[config.mk]
export PLATFORM = sky130hd
export DESIGN_NAME = line_lap_supervisor
export DESIGN_NICKNAME = d
export VERILOG_FILES = /design/src/design/lls_pkg.sv /design/src/design/lls_cfg_regs.sv /design/src/design/lls_lap_core.sv /design/src/design/line_lap_supervisor.sv
export SDC_FILE = /design/constraint.sdc
export NUM_CORES = 1
export LEC_CHECK = 0
export ABC_AREA = 1
export BUFFER_PORTS_ARGS = -buffer_cell sky130_fd_sc_hd__buf_2
export CAP_MARGIN = 20
export CORE_MARGIN = 2
export CORE_UTILIZATION = 60
export CTS_BUF_LIST = sky130_fd_sc_hd__clkbuf_2 sky130_fd_sc_hd__clkbuf_4 sky130_fd_sc_hd__clkbuf_8
export DETAILED_ROUTE_END_ITERATION = 6
export HOLD_SLACK_MARGIN = 0.02
export PLACE_DENSITY = 0.79
export SYNTH_ARGS = -nofsm -noshare
export SYNTH_HDL_FRONTEND = slang
export SYNTH_SLANG_ARGS = --single-unit
export TNS_END_PERCENT = 30
[constraint.sdc]
create_clock -name clk_i -period 6.4 [get_ports clk_i]
set_clock_uncertainty 0.15 [all_clocks]
set_input_delay 1.6 -clock clk_i [delete_from_list [all_inputs] [get_ports clk_i]]
set_output_delay 1.6 -clock clk_i [all_outputs]
set_load 0.02 [all_outputs]
[src/design/lls_pkg.sv]
// Package for the line lap supervisor: payload structs, codes, register map
// and register reset values. No dependencies.
package lls_pkg;

  localparam int unsigned TimeW = 32;
  localparam int unsigned DistW = 31;
  localparam int unsigned AddrW = 5;
  localparam int unsigned DataW = 32;

  typedef enum logic [2:0] {
    PH_IDLE  = 3'd0,
    PH_WAIT  = 3'd1,
    PH_RUN   = 3'd2,
    PH_ARMED = 3'd3,
    PH_ADV   = 3'd4
  } lap_phase_e;

  typedef enum logic [1:0] {
    KIND_START   = 2'd0,
    KIND_ABANDON = 2'd1,
    KIND_UPDATE  = 2'd2
  } item_kind_e;

  typedef enum logic [1:0] {
    TC_ON_LINE = 2'd0,
    TC_CROSS   = 2'd1,
    TC_LOST    = 2'd2
  } track_class_e;

  typedef enum logic [1:0] {
    WHY_NONE    = 2'd0,
    WHY_TIMEOUT = 2'd1,
    WHY_LOST    = 2'd2,
    WHY_DONE    = 2'd3
  } stop_reason_e;

  typedef enum logic [2:0] {
    REG_MAX_RUN       = 3'd0,
    REG_LOST_STOP     = 3'd1,
    REG_LEAVE_CONFIRM = 3'd2,
    REG_ARM_DISTANCE  = 3'd3,
    REG_FINISH_CONF   = 3'd4,
    REG_FINISH_ADV    = 3'd5
  } reg_index_e;

  localparam logic [TimeW-1:0] MaxRunReset       = 32'd60000;
  localparam logic [TimeW-1:0] LostStopReset     = 32'd500;
  localparam logic [TimeW-1:0] LeaveConfirmReset = 32'd200;
  localparam logic [DistW-1:0] ArmDistanceReset  = 31'd10000;
  localparam logic [TimeW-1:0] FinishConfReset   = 32'd50;
  localparam logic [DistW-1:0] FinishAdvReset    = 31'd0;

  typedef struct packed {
    logic [1:0]       kind;
    logic [TimeW-1:0] now_ms;
    logic [1:0]       track_class;
    logic [DistW-1:0] distance_counts;
  } in_item_t;

  typedef struct packed {
    logic [2:0] lap_state;
    logic       stopped;
    logic [1:0] stop_reason;
  } out_item_t;

  typedef struct packed {
    logic [TimeW-1:0] max_run_ms;
    logic [TimeW-1:0] lost_stop_ms;
    logic [TimeW-1:0] leave_confirm_ms;
    logic [DistW-1:0] arm_distance_counts;
    logic [TimeW-1:0] finish_confirm_ms;
    logic [DistW-1:0] finish_advance_counts;
  } cfg_t;

endpackage

[src/design/lls_cfg_regs.sv]
// Configuration register file of the line lap supervisor behind an APB-style port.
// Depends on lls_pkg.
module lls_cfg_regs import lls_pkg::*; (
  input  logic             clk_i,
  input  logic             rst_ni,
  input  logic             psel,
  input  logic             penable,
  input  logic             pwrite,
  input  logic [AddrW-1:0] paddr,
  input  logic [DataW-1:0] pwdata,
  output logic [DataW-1:0] prdata,
  output logic             pready,
  output cfg_t             cfg_o
);

  cfg_t       cfg_q, cfg_d;
  logic       wr_en;
  logic [2:0] reg_idx;

  assign pready  = 1'b1;
  assign wr_en   = psel && penable && pwrite;
  assign reg_idx = paddr[AddrW-1:2];

  always_comb begin
    cfg_d = cfg_q;
    if (wr_en) begin
      case (reg_idx)
        REG_MAX_RUN:       cfg_d.max_run_ms            = pwdata;
        REG_LOST_STOP:     cfg_d.lost_stop_ms          = pwdata;
        REG_LEAVE_CONFIRM: cfg_d.leave_confirm_ms      = pwdata;
        REG_ARM_DISTANCE:  cfg_d.arm_distance_counts   = pwdata[DistW-1:0];
        REG_FINISH_CONF:   cfg_d.finish_confirm_ms     = pwdata;
        REG_FINISH_ADV:    cfg_d.finish_advance_counts = pwdata[DistW-1:0];
        default:           cfg_d = cfg_q;
      endcase
    end
  end

  always_comb begin
    case (reg_idx)
      REG_MAX_RUN:       prdata = cfg_q.max_run_ms;
      REG_LOST_STOP:     prdata = cfg_q.lost_stop_ms;
      REG_LEAVE_CONFIRM: prdata = cfg_q.leave_confirm_ms;
      REG_ARM_DISTANCE:  prdata = {1'b0, cfg_q.arm_distance_counts};
      REG_FINISH_CONF:   prdata = cfg_q.finish_confirm_ms;
      REG_FINISH_ADV:    prdata = {1'b0, cfg_q.finish_advance_counts};
      default:           prdata = '0;
    endcase
  end

  always_ff @(posedge clk_i or negedge rst_ni) begin
    if (!rst_ni) begin
      cfg_q.max_run_ms            <= MaxRunReset;
      cfg_q.lost_stop_ms          <= LostStopReset;
      cfg_q.leave_confirm_ms      <= LeaveConfirmReset;
      cfg_q.arm_distance_counts   <= ArmDistanceReset;
      cfg_q.finish_confirm_ms     <= FinishConfReset;
      cfg_q.finish_advance_counts <= FinishAdvReset;
    end else begin
      cfg_q <= cfg_d;
    end
  end

  assign cfg_o = cfg_q;

endmodule

[src/design/lls_lap_core.sv]
// Lap state machine and timers of the line lap supervisor; computes one result
// per stepped transaction. Depends on lls_pkg.
module lls_lap_core import lls_pkg::*; (
  input  logic      clk_i,
  input  logic      rst_ni,
  input  logic      step_en_i,
  input  in_item_t  item_i,
  input  cfg_t      cfg_i,
  output out_item_t result_o
);

  lap_phase_e       phase_q, phase_d;
  logic [TimeW-1:0] run_start_q, run_start_d;
  logic [TimeW-1:0] since_q, since_d;
  logic [TimeW-1:0] lost_since_q, lost_since_d;
  logic             lost_act_q, lost_act_d;
  logic [DistW-1:0] trig_q, trig_d;
  stop_reason_e     why;

  logic [TimeW-1:0] run_el, since_el, lost_el;
  logic [DistW-1:0] adv_el;
  logic             is_lost, is_cross;

  assign run_el   = item_i.now_ms - run_start_q;
  assign since_el = item_i.now_ms - since_q;
  assign lost_el  = item_i.now_ms - lost_since_q;
  assign adv_el   = item_i.distance_counts - trig_q;
  assign is_lost  = (item_i.track_class == TC_LOST);
  assign is_cross = (item_i.track_class == TC_CROSS);

  always_comb begin
    phase_d      = phase_q;
    run_start_d  = run_start_q;
    since_d      = since_q;
    lost_since_d = lost_since_q;
    lost_act_d   = lost_act_q;
    trig_d       = trig_q;
    why          = WHY_NONE;
    case (item_i.kind)
      KIND_START: begin
        phase_d      = PH_WAIT;
        run_start_d  = item_i.now_ms;
        since_d      = item_i.now_ms;
        lost_since_d = '0;
        lost_act_d   = 1'b0;
        trig_d       = '0;
      end
      KIND_ABANDON: begin
        phase_d = PH_IDLE;
      end
      KIND_UPDATE: begin
        if (phase_q != PH_IDLE) begin
          if (run_el >= cfg_i.max_run_ms) begin
            why = WHY_TIMEOUT;
          end else begin
            if (is_lost) begin
              if (!lost_act_q) begin
                lost_act_d   = 1'b1;
                lost_since_d = item_i.now_ms;
              end else if (lost_el >= cfg_i.lost_stop_ms) begin
                why = WHY_LOST;
              end
            end else begin
              lost_act_d   = 1'b0;
              lost_since_d = '0;
            end
            if (why == WHY_NONE) begin
              case (phase_q)
                PH_WAIT: begin
                  if (!is_cross) begin
                    if (since_el >= cfg_i.leave_confirm_ms) begin
                      phase_d = PH_RUN;
                      since_d = item_i.now_ms;
                    end
                  end else begin
                    since_d = item_i.now_ms;
                  end
                end
                PH_RUN: begin
                  if (item_i.distance_counts >= cfg_i.arm_distance_counts) begin
                    phase_d = PH_ARMED;
                    since_d = item_i.now_ms;
                  end
                end
                PH_ARMED: begin
                  if (is_cross) begin
                    if (since_el >= cfg_i.finish_confirm_ms) begin
                      if (cfg_i.finish_advance_counts == '0) begin
                        why = WHY_DONE;
                      end else begin
                        trig_d  = item_i.distance_counts;
                        phase_d = PH_ADV;
                        since_d = item_i.now_ms;
                      end
                    end
                  end else begin
                    since_d = item_i.now_ms;
                  end
                end
                PH_ADV: begin
                  if (item_i.distance_counts >= trig_q &&
                      adv_el >= cfg_i.finish_advance_counts) begin
                    why = WHY_DONE;
                  end
                end
                default: begin
                  why = WHY_NONE;
                end
              endcase
            end
          end
        end
      end
      default: begin
        phase_d = phase_q;
      end
    endcase
    if (phase_d == PH_IDLE || why != WHY_NONE) begin
      phase_d      = PH_IDLE;
      run_start_d  = '0;
      since_d      = '0;
      lost_since_d = '0;
      lost_act_d   = 1'b0;
      trig_d       = '0;
    end
  end

  assign result_o.lap_state   = phase_d;
  assign result_o.stopped     = (why != WHY_NONE);
  assign result_o.stop_reason = why;

  always_ff @(posedge clk_i or negedge rst_ni) begin
    if (!rst_ni) begin
      phase_q      <= PH_IDLE;
      run_start_q  <= '0;
      since_q      <= '0;
      lost_since_q <= '0;
      lost_act_q   <= 1'b0;
      trig_q       <= '0;
    end else if (step_en_i) begin
      phase_q      <= phase_d;
      run_start_q  <= run_start_d;
      since_q      <= since_d;
      lost_since_q <= lost_since_d;
      lost_act_q   <= lost_act_d;
      trig_q       <= trig_d;
    end
  end

`ifndef SYNTHESIS
  a_stop_goes_idle: assert property (@(posedge clk_i) disable iff (!rst_ni)
    step_en_i && result_o.stopped |=> phase_q == PH_IDLE)
    else $error("A stopping transaction did not return the lap to idle.");

  a_idle_is_clear: assert property (@(posedge clk_i) disable iff (!rst_ni)
    phase_q == PH_IDLE |-> run_start_q == '0 && since_q == '0 && !lost_act_q)
    else $error("Lap state not cleared while idle.");

  a_lost_inactive_clear: assert property (@(posedge clk_i) disable iff (!rst_ni)
    !lost_act_q |-> lost_since_q == '0)
    else $error("Lost interval start kept without an open lost interval.");

  a_trigger_only_in_adv: assert property (@(posedge clk_i) disable iff (!rst_ni)
    phase_q != PH_ADV |-> trig_q == '0)
    else $error("Finish trigger distance held outside the finish advance phase.");
`endif

endmodule

[src/design/line_lap_supervisor.sv]
// Top level of the line lap supervisor: input register, lap core, result
// register and configuration port. Depends on lls_pkg, lls_cfg_regs, lls_lap_core.

// The supervisor takes one transaction per clock cycle while in_ready_o is
// high and returns exactly one result per transaction: the item is held in the
// input register until the result register is free, then the lap logic
// evaluates it against the stored lap state and writes the state and the
// result register at the same edge, so each item sees the state left by the
// one before it. Both sides are decoupled by these registers, so a stalled
// result only stops intake once both stages are full. The user must write the
// configuration registers over the APB port only while no transaction is in
// flight; the block itself does not enforce this. They read back at any time.
module line_lap_supervisor import lls_pkg::*; (
  input  logic             clk_i,
  input  logic             rst_ni,
  input  logic             in_valid_i,
  output logic             in_ready_o,
  input  in_item_t         in_item_i,
  output logic             out_valid_o,
  input  logic             out_ready_i,
  output out_item_t        out_item_o,
  input  logic             psel,
  input  logic             penable,
  input  logic             pwrite,
  input  logic [AddrW-1:0] paddr,
  input  logic [DataW-1:0] pwdata,
  output logic [DataW-1:0] prdata,
  output logic             pready
);

  cfg_t      cfg;
  in_item_t  item_q;
  logic      item_vld_q;
  out_item_t res_q, res;
  logic      res_vld_q;
  logic      advance;

  assign advance    = item_vld_q && (!res_vld_q || out_ready_i);
  assign in_ready_o = !item_vld_q || advance;

  lls_cfg_regs u_cfg (
    .clk_i   (clk_i),
    .rst_ni  (rst_ni),
    .psel    (psel),
    .penable (penable),
    .pwrite  (pwrite),
    .paddr   (paddr),
    .pwdata  (pwdata),
    .prdata  (prdata),
    .pready  (pready),
    .cfg_o   (cfg)
  );

  lls_lap_core u_core (
    .clk_i     (clk_i),
    .rst_ni    (rst_ni),
    .step_en_i (advance),
    .item_i    (item_q),
    .cfg_i     (cfg),
    .result_o  (res)
  );

  always_ff @(posedge clk_i or negedge rst_ni) begin
    if (!rst_ni) begin
      item_vld_q <= 1'b0;
      res_vld_q  <= 1'b0;
    end else begin
      if (in_ready_o) begin
        item_vld_q <= in_valid_i;
      end
      if (advance) begin
        res_vld_q <= 1'b1;
      end else if (out_ready_i) begin
        res_vld_q <= 1'b0;
      end
    end
  end

  always_ff @(posedge clk_i) begin
    if (in_ready_o && in_valid_i) begin
      item_q <= in_item_i;
    end
    if (advance) begin
      res_q <= res;
    end
  end

  assign out_valid_o = res_vld_q;
  assign out_item_o  = res_q;

endmodule
Word level (Yosys, flattened, before mapping)
Index checks and enable logic that the tools add are counted.
{ "totals": {"output_inout_bits": 41, "input_bits": 111, "register_bits": 396} }
{ "op_classes": {"reduce_logical": 32, "addsub": 4, "mux": 64, "eq_ne": 26, "magnitude_cmp": 7} }
{ "op_table": {"columns": ["operator", "count"], "rows": [
  ["$mux 32", 17],
  ["$mux 31", 8],
  ["$pmux 32 s6", 1],
  ["$ge 32x32->1", 4],
  ["$pmux 32 s2", 2],
  ["$pmux 32 s3", 1],
  ["$sub 32x32->32", 3],
  ["$ge 31x31->1", 3],
  ["$pmux 31 s2", 1],
  ["$logic_not 31->1", 1],
  ["$sub 31x31->31", 1],
  ["$mux 3", 10],
  ["$mux 2", 14],
  ["$pmux 3 s3", 2],
  ["$reduce_and 2->1", 7],
  ["$eq 3x2->1 const B", 4],
  ["$ne 3x1->1 const B", 4],
  ["$ne 5x5->1 const B", 2],
  ["$reduce_and 10->1", 1],
  ["$eq 3x3->1 const B", 3],
  ["$reduce_and 9->1", 1],
  ["$eq 3x1->1 const B", 2],
  ["$logic_not 3->1", 2],
  ["$mux 1", 6],
  ["other kinds (19)", 33]
]} }

Logic depth before layout (Yosys ltp)
Gate-level depths: netlist of the first run.
{ "logic_depth": {"ltp_word": 20, "ltp_mapped": 43, "mapped_depth_nobuf": 41} }

Hierarchy
A second synthesis of the first run with hierarchy kept.
{ "hier_totals": {"cells_unflattened": 3967, "area_unflattened_um2": 29219.3} }
{ "by_module_without_submodules": {"columns": ["mod", "area_per_inst_um2", "n_inst", "cells_per_inst"], "rows": [
  ["lls_lap_core", 17544.3, 1, 2661],
  ["lls_cfg_regs", 9387.8, 1, 1221],
  ["line_lap_supervisor", 2287.2, 1, 85]
]} }

Worst setup path before layout of the first run
OpenSTA, ideal clock, no wires.
{ "synth_timing": {"path_kind": "flip-flop to flip-flop", "startpoint": "register item_q[33] (netlist bit)", "endpoint": "register u_core.lost_since_q[21]", "setup_slack_ns": 1.298, "path_stages_with_launch": 41, "t_required_ns": 6.184, "arrival_time_ns": 4.885, "setup_ns": 0.066, "path_buffers": 2, "synth_period_minus_slack_ns": 5.102, "path_cell_list": "edfxtp_1 -> inv_1 -> ha_1 -> inv_1 -> fa_1 -> nand3_1 -> nand2_1 -> nand2_1 -> nand2_1 -> a21boi_0 -> o21ai_0 -> a21boi_0 -> o21ai_0 -> nand3_1 -> nand2_1 -> nand2_1 -> nand2_1 -> nand2_1 -> (+5 left out) -> nand2_1 -> nor2_1 -> nand4_1 -> nand3_1 -> nand2_1 -> nand2_1 -> inv_2 -> nand2_1 -> nand3_1 -> nand2_1 -> nor2_1 -> nand2_1 -> nand2_2 -> buf_2 -> buf_4 -> nor2_1 -> nand3_1 -> nand2_1"} }
{ "synth_via": {"elab_chain_cells": 20} }
{ "synth_rtl": {"columns": ["element", "line_no", "source"], "rows": [
  ["start: declaration", "line_lap_supervisor.sv:32", "in_item_t item_q;"],
  ["start signal: assignment", "line_lap_supervisor.sv:81", "item_q <= in_item_i;"],
  ["$sub 32x32->32", "lls_lap_core.sv:26", "assign lost_el = item_i.now_ms - lost_since_q;"],
  ["$ge 32x32->1", "lls_lap_core.sv:60", "end else if (lost_el >= cfg_i.lost_stop_ms) begin"],
  ["$mux 2", "lls_lap_core.sv:60", null],
  ["$mux 2", "lls_lap_core.sv:57", "if (!lost_act_q) begin"],
  ["$mux 2", "lls_lap_core.sv:56", "if (is_lost) begin"],
  ["$mux 2", "lls_lap_core.sv:53", "if (run_el >= cfg_i.max_run_ms) begin"],
  ["$mux 2", "lls_lap_core.sv:52", "if (phase_q != PH_IDLE) begin"],
  ["$mux 2", "lls_lap_core.sv:39", "case (item_i.kind)"],
  ["(+4 left out)", null, null],
  ["$mux 2", "lls_lap_core.sv:67", "if (why == WHY_NONE) begin"],
  ["$mux 2", "lls_lap_core.sv:53", null],
  ["$mux 2", "lls_lap_core.sv:52", null],
  ["$mux 2", "lls_lap_core.sv:39", null],
  ["$reduce_bool 2->1", "lls_lap_core.sv:118", "if (phase_d == PH_IDLE || why != WHY_NONE) begin"],
  ["$logic_or 1x1->1", "lls_lap_core.sv:118", null],
  ["$ne 4x4->1 (no line) (tied with other cells)", null, null],
  ["$reduce_and 5->1 (no line)", null, null],
  ["end signal: assignment", "lls_lap_core.sv:144", "lost_since_q <= lost_since_d;"],
  ["end: declaration", "lls_lap_core.sv:15", "logic [TimeW-1:0] lost_since_q, lost_since_d;"]
]} }
Several ways; a longest one is shown, not always the timed one. The select of a mux whose other input is x is not followed.
A chain may end at the register's enable or synchronous reset.

Final worst setup path of the first run
{ "layout_timing": {"startpoint": "register item_q[33] (netlist bit)", "endpoint": "register u_core.trig_q[30]"} }
{ "layout_via": {"elab_chain_cells": 20} }
{ "layout_rtl": {"columns": ["element", "line_no", "source"], "rows": [
  ["$sub 32x32->32", "lls_lap_core.sv:26", null],
  ["$ge 32x32->1", "lls_lap_core.sv:60", null],
  ["$mux 2", "lls_lap_core.sv:60", null],
  ["$mux 2", "lls_lap_core.sv:57", null],
  ["$mux 2", "lls_lap_core.sv:56", null],
  ["$mux 2", "lls_lap_core.sv:53", null],
  ["$mux 2", "lls_lap_core.sv:52", null],
  ["$mux 2", "lls_lap_core.sv:39", null],
  ["(+4 left out)", null, null],
  ["$mux 2", "lls_lap_core.sv:67", null],
  ["$mux 2", "lls_lap_core.sv:53", null],
  ["$mux 2", "lls_lap_core.sv:52", null],
  ["$mux 2", "lls_lap_core.sv:39", null],
  ["$reduce_bool 2->1", "lls_lap_core.sv:118", null],
  ["$logic_or 1x1->1", "lls_lap_core.sv:118", null],
  ["$ne 3x1->1 (no line) (tied with other cells)", null, null],
  ["$reduce_and 9->1 (no line)", null, null],
  ["end signal: assignment", "lls_lap_core.sv:146", "trig_q <= trig_d;"],
  ["end: declaration", "lls_lap_core.sv:17", "logic [DistW-1:0] trig_q, trig_d;"]
]} }
Several ways; a longest one is shown, not always the timed one. The select of a mux whose other input is x is not followed.

==> impl_summary.md, run 1 <==
Outcome
The run finished with clean final reports.

Global routing
The pin count of the biggest net entering global routing is 115. Global routing used between 30% and 40% of the available tracks. The initial antenna violation count is 3.

The wire length of the first global-routing pass is 126,000 um. Global routing finished with a remaining overflow of 0. The number of global-route vias before repair was approximately 24k.

Floorplanning
The die footprint is 47,800 sq um. The vertical extent of the die is around 220 um. The region available for standard cell placement spans 45,400 sq um.

The floorplan has 78 rows. The starting density of the core is approximately three fifths. around 150 I/O pins were placed. The die is between 200 and 250 um wide.

Min path
The worst hold path was traced through 2 stages. The type of the tightest min-delay check is register to register.

Route
The post-route DRC violation count is 0. The count of nets left with antenna violations after detail routing is 0. Dividing the detail-routed wire length by the instance count gives 18.0 um.

The iteration-0 DRC count of the detailed router is between 2k and 3k. Dividing the detail-routed via count by the number of cells gives roughly 5.7. The routed layout has ~25k vias. Wires add up to ~80,000 um.

Before antenna repair, the detailed router went through 6 iterations.

Power and ir drop
The power per cell area is roughly 360 nW/um^2. The total leakage power is approximately 15 nW. The worst-case IR drop observed on VDD is approximately 0.22 mV.

Yosys
The sequential fraction of the synthesis area is between 30% and 40%. Yosys mapped the design onto between 50 and 60 distinct sky130hd cell types. Of all flip-flops after synthesis, the portion carrying an async set or reset was 81.6%. The number of flops mapped to enable cells by yosys is 73. The average instance area after synthesis is roughly 7.7 sq um.

Of the total synthesized cell area, the portion taken by full adders, half adders and majority gates is approximately 15%. The main combinational cell family by area after synthesis is simple AND/OR/NAND/NOR gates. For this run, the leading register cell type out of synthesis is dfrtp_1. Of all cell types, the one taking the most synthesized area is dfrtp_1. Of the total synthesized cell area, the portion taken by AND, OR, NAND and NOR gates is 21.0%. After synthesis, the cell types taking the most area are dfrtp_1, ha_1, nand2_1. The gate count after technology mapping is between 3k and 4k. The synthesis warning total is 0. The register bit total from synthesis is 396. The synthesized design devotes to its leading area cell type around 27% of total area. The mapped cell area is approximately 28,000 sq um.

The share of the synthesized area in compound gates (AO/OA/AOI/OAI) is between 10% and 20%. Summing the areas of all xor and xnor instances in the mapped netlist gives under 10% of the synthesized area. The number of nets handed over by synthesis was a little over 4k. Measured against the total synthesized area, the mux share comes to 0%.

Place
After legalization and detailed placement, the total HPWL measured 59,400 um. After detailed placement, the total cell area comes to 29,300 sq um. The congestion estimate from routability-driven global placement came to between 0.9 and 1. The cell count after placement is approximately 4.3k. The count of buffers added on input and output ports is 148.

Worst setup path
The kind of cell with the highest combined delay on the critical path is simple AND/OR/NAND/NOR gates. The worst path arrival time is between 6 and 7 ns. The slowest cell on the critical path is fa_1. The launching element type of the critical path is a register.

STA classifies the critical path endpoint as a register. The worst reg2reg path depth is 40. The most used cell along the critical path is nand2_1. The required time of the critical path is about 6.9 ns. The number of buffers and inverters on the critical path is 5.

Across all register-to-register paths, the minimum setup slack is between 0.5 and 0.6 ns. The maximum fanout count along the critical path is 32. The critical path is of the register to register type. The total number of cells along the worst setup path is 40. The largest incremental delay on the critical path is just over 0.4 ns.

Clock tree
The number of hold buffers added after cts is 0. The buffer type at the clock tree root is clkbuf_8. The maximum buffer depth of the clock tree is 3.

The total clock buffers created by CTS is 72. The TritonCTS clock tree is yes. The clock sink count is about 400.

The source-to-sink clock delay at the later pin of the worst-skew pair is roughly 0.7 ns. CTS built an H-tree with a depth of 3. The clock-pin slew reported for the worst setup and hold paths after clock tree synthesis is 0.06 ns.

Final layout
The area of all placed cells without fillers is around 31,000 sq um. Of the cells placed in the final design, the portion with a size suffix greater than 1 is under 10%. The most common library cell in the layout ignoring fill and taps is nand2_1. Cells fill 68.0% of the core in the end. In the layout the commonest cells are nand2_1, inv_1, ha_1.

The filler cells instantiated in the layout total between 3k and 4k. From synthesis to final layout, the design area changed by 11.6%. The count of nets after finishing is 4,186.

The finished layout holds 4,416 standard cells, fillers aside.

Timing
The count of endpoints failing setup in the final report is 0. The number of max-slew violations in the final report is 0. For the pin with the worst max-slew slack, the measured transition is 1.02 ns.

The clock period could shrink to approximately 6 ns. The total count of hold-check failures in the final report is 0. Static timing analysis puts the maximum clock frequency at 170 MHz. Measured against its own limit, the worst slew margin works out to a little under a third. After layout, the worst path uses about nine tenths of the clock period.

Flow run
The number of maximum-capacitance constraint violations is 0.
[tightest hold or removal path, cell delays in order (launching register included)]
cell,delay (ns)
dfrtp_1,0.34
nand2_1,0.05
nand2_1,0.04
[metrics by stage]
stage	setup TNS, ns	worst slack, ns	hold slack (ns)	total power (W)
6_report	0	0.513	0.317	0.0112
3_3_place_gp	0	0.187	0.304	0.00848
5_1_grt	-0.0114	-0.00555	0.334	0.0122
2_1_floorplan	0	1.30	0.292	0.00712
3_5_place_dp	0	0.112	0.308	0.00863
4_1_cts	0	0.0540	0.322	0.0112
[registers in the layout (all words and copies together) (netlist names)]
register,count
item_vld_q,1
u_core.trig_q,31
u_core.since_q,32
item_q,67
out_valid_o,1
u_core.phase_q,3
u_core.lost_since_q,32
u_core.run_start_q,32
u_core.lost_act_q,1
out_item_o,6
u_cfg.cfg_o,190
[layer usage]
metal	share of wire (%)	GRT usage [%]	up-vias
met5	0	0	-
met1	42	45.5	11700
met2	44	52.3	1085
met4	4.7	14.8	0
met3	8.9	6.29	243
li1	-	-	12300
[cells in the mapped netlist, types with 24 or more instances]
master,n
a21oi_1,247
buf_2,24
clkbuf_1,77
dfrtp_1,299
dfstp_2,24
edfxtp_1,73
ha_1,314
inv_1,528
nand2_1,874
nand3_1,188
nand4_1,64
nor2_1,222
nor3_1,35
o211ai_1,30
o21ai_0,260
o22ai_1,30
xnor2_1,37
xor2_1,84
[timing repair]
item / in CTS / in global routing
endpoints found under the setup margin: 0 / 128
resized for setup: 0 / 24
setup buffers: 0 / 1
[cell families (layout without fill, tap and decap cells)]
family,after synthesis,count (layout)
AO/OA/AOI/OAI,699,699
XOR/XNOR,121,121
adder cells (fa/ha/maj),318,318
buffers and inverters,646,866
flip-flops,396,396
other,1,5
AND/OR/NAND/NOR,1411,1411
[where the power goes]
part | total (W) | internal [W] | switching, W
clock network | 0.00247 | 0.00135 | 0.00112
registers | 0.00339 | 0.00307 | 0.000319
logic | 0.00538 | 0.00196 | 0.00342
[final timing paths]
check / from / endpoint
max: item_q[33]$_DFFE_PP_ / u_core.trig_q[30]$_DFFE_PN0P_
min: u_core.since_q[28]$_DFFE_PN0P_ / u_core.since_q[28]$_DFFE_PN0P_
min reg2reg: u_core.since_q[28]$_DFFE_PN0P_ / u_core.since_q[28]$_DFFE_PN0P_
max reg2reg: item_q[33]$_DFFE_PP_ / u_core.trig_q[30]$_DFFE_PN0P_
max in group asynchronous: rst_ni / u_core.lost_since_q[2]$_DFFE_PN0P_
min in group asynchronous: rst_ni / u_core.trig_q[16]$_DFFE_PN0P_
[cell type report]
type | instances | area (sq um) | area share, %
timing repair buffer | 205 | 1350 | 4.39
clock buffer | 106 | 1350 | 4.39
antenna | 4 | 10.0 | 0.0325
clock inverter | 23 | 108 | 0.349
tap | 600 | 751 | 2.43
sequential | 396 | 10300 | 33.4
multi-input combinational | 2550 | 15000 | 48.5
inverter | 532 | 2000 | 6.47
(Power assumes the default switching activity.)
==> run 2: changes to the inputs <==
clock period = 5.8 ns   (was 6.4 ns; I/O delays follow)
==> impl_summary.md, run 2 (synthesized netlist as in run 1, its figures left out) <==
Power and ir drop
The overall power of the completed layout is 0.0132 W (+17%). The total leakage power is 15.7 nW (+4.0%). The worst ir drop on vdd was 0.267 mV (+23%).

The internal power of the cells is 0.00750 W (+18%). The net switching component of the power is 0.00570 W (+17%). The clock share of power is 22.1% (about the same). The logic gate share of total power is 49.5% (+1.6 points). The power per cell area was 410 nW/um^2 (+12%). The sequential share of power is 28.3% (-1.8 points).

The switching portion of total power is 43.2% (-0.087 points).

Route
The iteration-0 DRC count of the detailed router is 3,099 (+20%). The detail-routed via count per cell is 5.83 (+1.6%). The post-route DRC violation count is 0 (unchanged). The routed wire length came to 85,300 um (+7.1%). The detail-routed net length per standard cell is 18.9 um (+4.9%). The number of vias after detailed routing was 26.3k (+3.7%). The length of the first detailed-routing pass in iterations is 6 (unchanged). The count of nets left with antenna violations after detail routing came to 0 (unchanged).

Final layout
The fraction of the core area covered by cells at the end of the flow is 71.0% (+3.0 points). The ratio of cells with drive above 1 in the final layout is 14.0% (+4.1 points). In the layout the commonest cells are nand2_1, inv_1, ha_1. The count of nets after finishing is 4,273 (+2.1%). The final-layout fill cell count is 3,607 (-6.0%). The number of flip-flops under the largest register name was 190 (unchanged). The library cell used most frequently in the layout, excluding fill and tap cells, is nand2_1. The signed area change from the synthesized netlist to the final layout is 16.5%.

Timing
The minimum period implied by the final worst setup slack is 5.74 ns (-0.144 ns). The timing-limited maximum frequency came to 174 MHz (+2.5%). The final cycle utilization of the critical path came to 99.0% (+7.0 points). The total count of hold-check failures in the final report came to 0 (unchanged). The worst-case headroom to the max-slew limit is 30.8% (-1.0 points). The number of max-slew violations in the final report was 0 (unchanged). The count of endpoints failing setup in the final report is 0 (unchanged). The transition at the pin with the smallest max-transition slack is 1.04 ns (+0.0152 ns).

Min path
The type of the tightest min-delay check is register to register.

Global routing
The pin count of the biggest net entering global routing is 105 (-8.7%). The total global routing track utilization came to 33.9% (+0.42 points). The wire length of the first global-routing pass is 127,000 um (+1.1%). The number of global-route vias before repair was 23.8k (-0.24%).

The sum of overflow across all layers after global routing came to 0 (unchanged). The initial antenna violation count is 2 (-1).

Clock tree
The number of hold buffers added after cts is 0 (unchanged). The maximum buffer depth of the clock tree is 3 (unchanged). The total clock buffers created by CTS is 72 (unchanged). The TritonCTS clock tree is yes. The clock sink count is 396 (unchanged). The H-tree depth is 3 (unchanged). The clock-pin slew reported for the worst setup and hold paths after clock tree synthesis is 0.06 ns (about the same). The cell sitting at the root of the clock tree is a clkbuf_8. The source-to-sink clock delay at the later pin of the worst-skew pair is 0.70 ns (+0.02 ns).

Flow run
The number of maximum-capacitance constraint violations is 0 (unchanged).

Worst setup path
Among all stages on the critical path, the largest delay is contributed by edfxtp_1. The maximum fanout count along the critical path is 8 (-75%). The largest incremental delay on the critical path is 0.48 ns (+0.07 ns).

The required time of the critical path is 6.19 ns (-0.66 ns). The capturing element type of the critical path is a register. The category of the critical setup timing path is register to register. The worst path arrival time is 6.13 ns (-0.21 ns).

The launching element type of the critical path is a register.

Floorplanning
The top-level I/O count was 152 (unchanged). The starting density of the core came to 60.9% (unchanged). The placeable core area is 45,400 sq um (unchanged). The cell row count is 78 (unchanged). The width of the die is 219 um (unchanged). The vertical extent of the die is 219 um (unchanged).

The die footprint came to 47,800 sq um (unchanged).

Outcome
The flow ran to the end, and the final reports show no timing, DRC or antenna violations.

Place
The number of port buffers is 148 (unchanged). The placer congestion estimate is 1.00 (+3.0%). The half-perimeter wire length of the detailed placement result is 61,100 um (+2.9%).
[run 2: cell types whose count changed in the layout (fill, tap and decap cells not counted), sizes merged]
| cell | change |
|---|---|
| clkbuf | +13 |
| clkinv | -7 |
| buf | +78 |
| clkinvlp | +4 |
| bufinv | +2 |
[run 2: cell type report]
cell class              count  area, sq um  area share [%]
repair buffers            292         2250            7.00
clock buffers             110         1380            4.27
flip-flops and latches    396        10300            32.0
well taps                 600          751            2.33
clock inverters            22          201           0.625
inverters                 532         2000            6.21
multi-input cells        2550        15300            47.5
diodes                      4         10.0          0.0311
[run 2: worst max-delay path: cells and delay by family, from the launching register on]
kind                     cells  cell delay [ns]
buffers and inverters        3             0.47
AND/OR/NAND/NOR             17             2.51
XOR/XNOR                     1             0.20
flip-flops                   1             0.48
AO/OA/AOI/OAI                5             1.03
adder cells (fa/ha/maj)      2             0.73
[run 2: per-stage QoR]
stage	TNS, ns	hold WS (ns)	instance area, sq um	setup slack, ns	std cells
2_1_floorplan	0	0.292	27600	0.698	3592
6_report	0	0.323	32200	0.0569	4506
5_1_grt	-11.26	0.334	32200	-0.141	4503
3_5_place_dp	-22.10	0.308	29600	-0.230	4329
4_1_cts	0	0.321	31200	0.0137	4461
3_3_place_gp	-2.77	0.305	29600	-0.0403	4329
[run 2: layer usage]
| layer | GRT usage, % | vias to the layer above | routed length [um] |
|---|---|---|---|
| li1 | - | 12500 | - |
| met1 | 46.6 | 12200 | 35200 |
| met2 | 53.6 | 1329 | 38300 |
| met3 | 4.89 | 230 | 8060 |
| met4 | 14.5 | 0 | 3740 |
| met5 | 0 | - | 0 |
[run 2: worst paths after layout]
check / start / endpoint / slack [ns] / cells past startpoint
hold reg to reg: u_core.since_q[5]$_DFFE_PN0P_ / u_core.since_q[5]$_DFFE_PN0P_ / 0.32 / 2
min in group asynchronous: rst_ni / u_core.trig_q[27]$_DFFE_PN0P_ / 0.65 / 1
setup / recovery: item_q[45]$_DFFE_PP_ / u_core.since_q[24]$_DFFE_PN0P_ / 0.06 / 28
max in group asynchronous: rst_ni / u_core.lost_since_q[3]$_DFFE_PN0P_ / 3.62 / 2
setup reg to reg: item_q[45]$_DFFE_PP_ / u_core.since_q[24]$_DFFE_PN0P_ / 0.06 / 28
hold / removal: u_core.since_q[5]$_DFFE_PN0P_ / u_core.since_q[5]$_DFFE_PN0P_ / 0.32 / 2
[run 2: repair_timing]
action                     in CTS  in global routing
hold endpoints to repair        0                  0
setup endpoints to repair     128                129
pin swaps                       0                 35
resized for setup               7                118
gates cloned                    0                 12
setup buffers                   0                 28
[run 2: power by group through the flow]
stage	clock, W	combinational [W]	sequential [W]
5_1_grt	0.00306	0.00724	0.00379
2_1_floorplan	0	0.00419	0.00366
3_5_place_dp	0	0.00587	0.00377
3_3_place_gp	0	0.00571	0.00375
4_1_cts	0.00294	0.00593	0.00373
6_report	0.00292	0.00653	0.00374
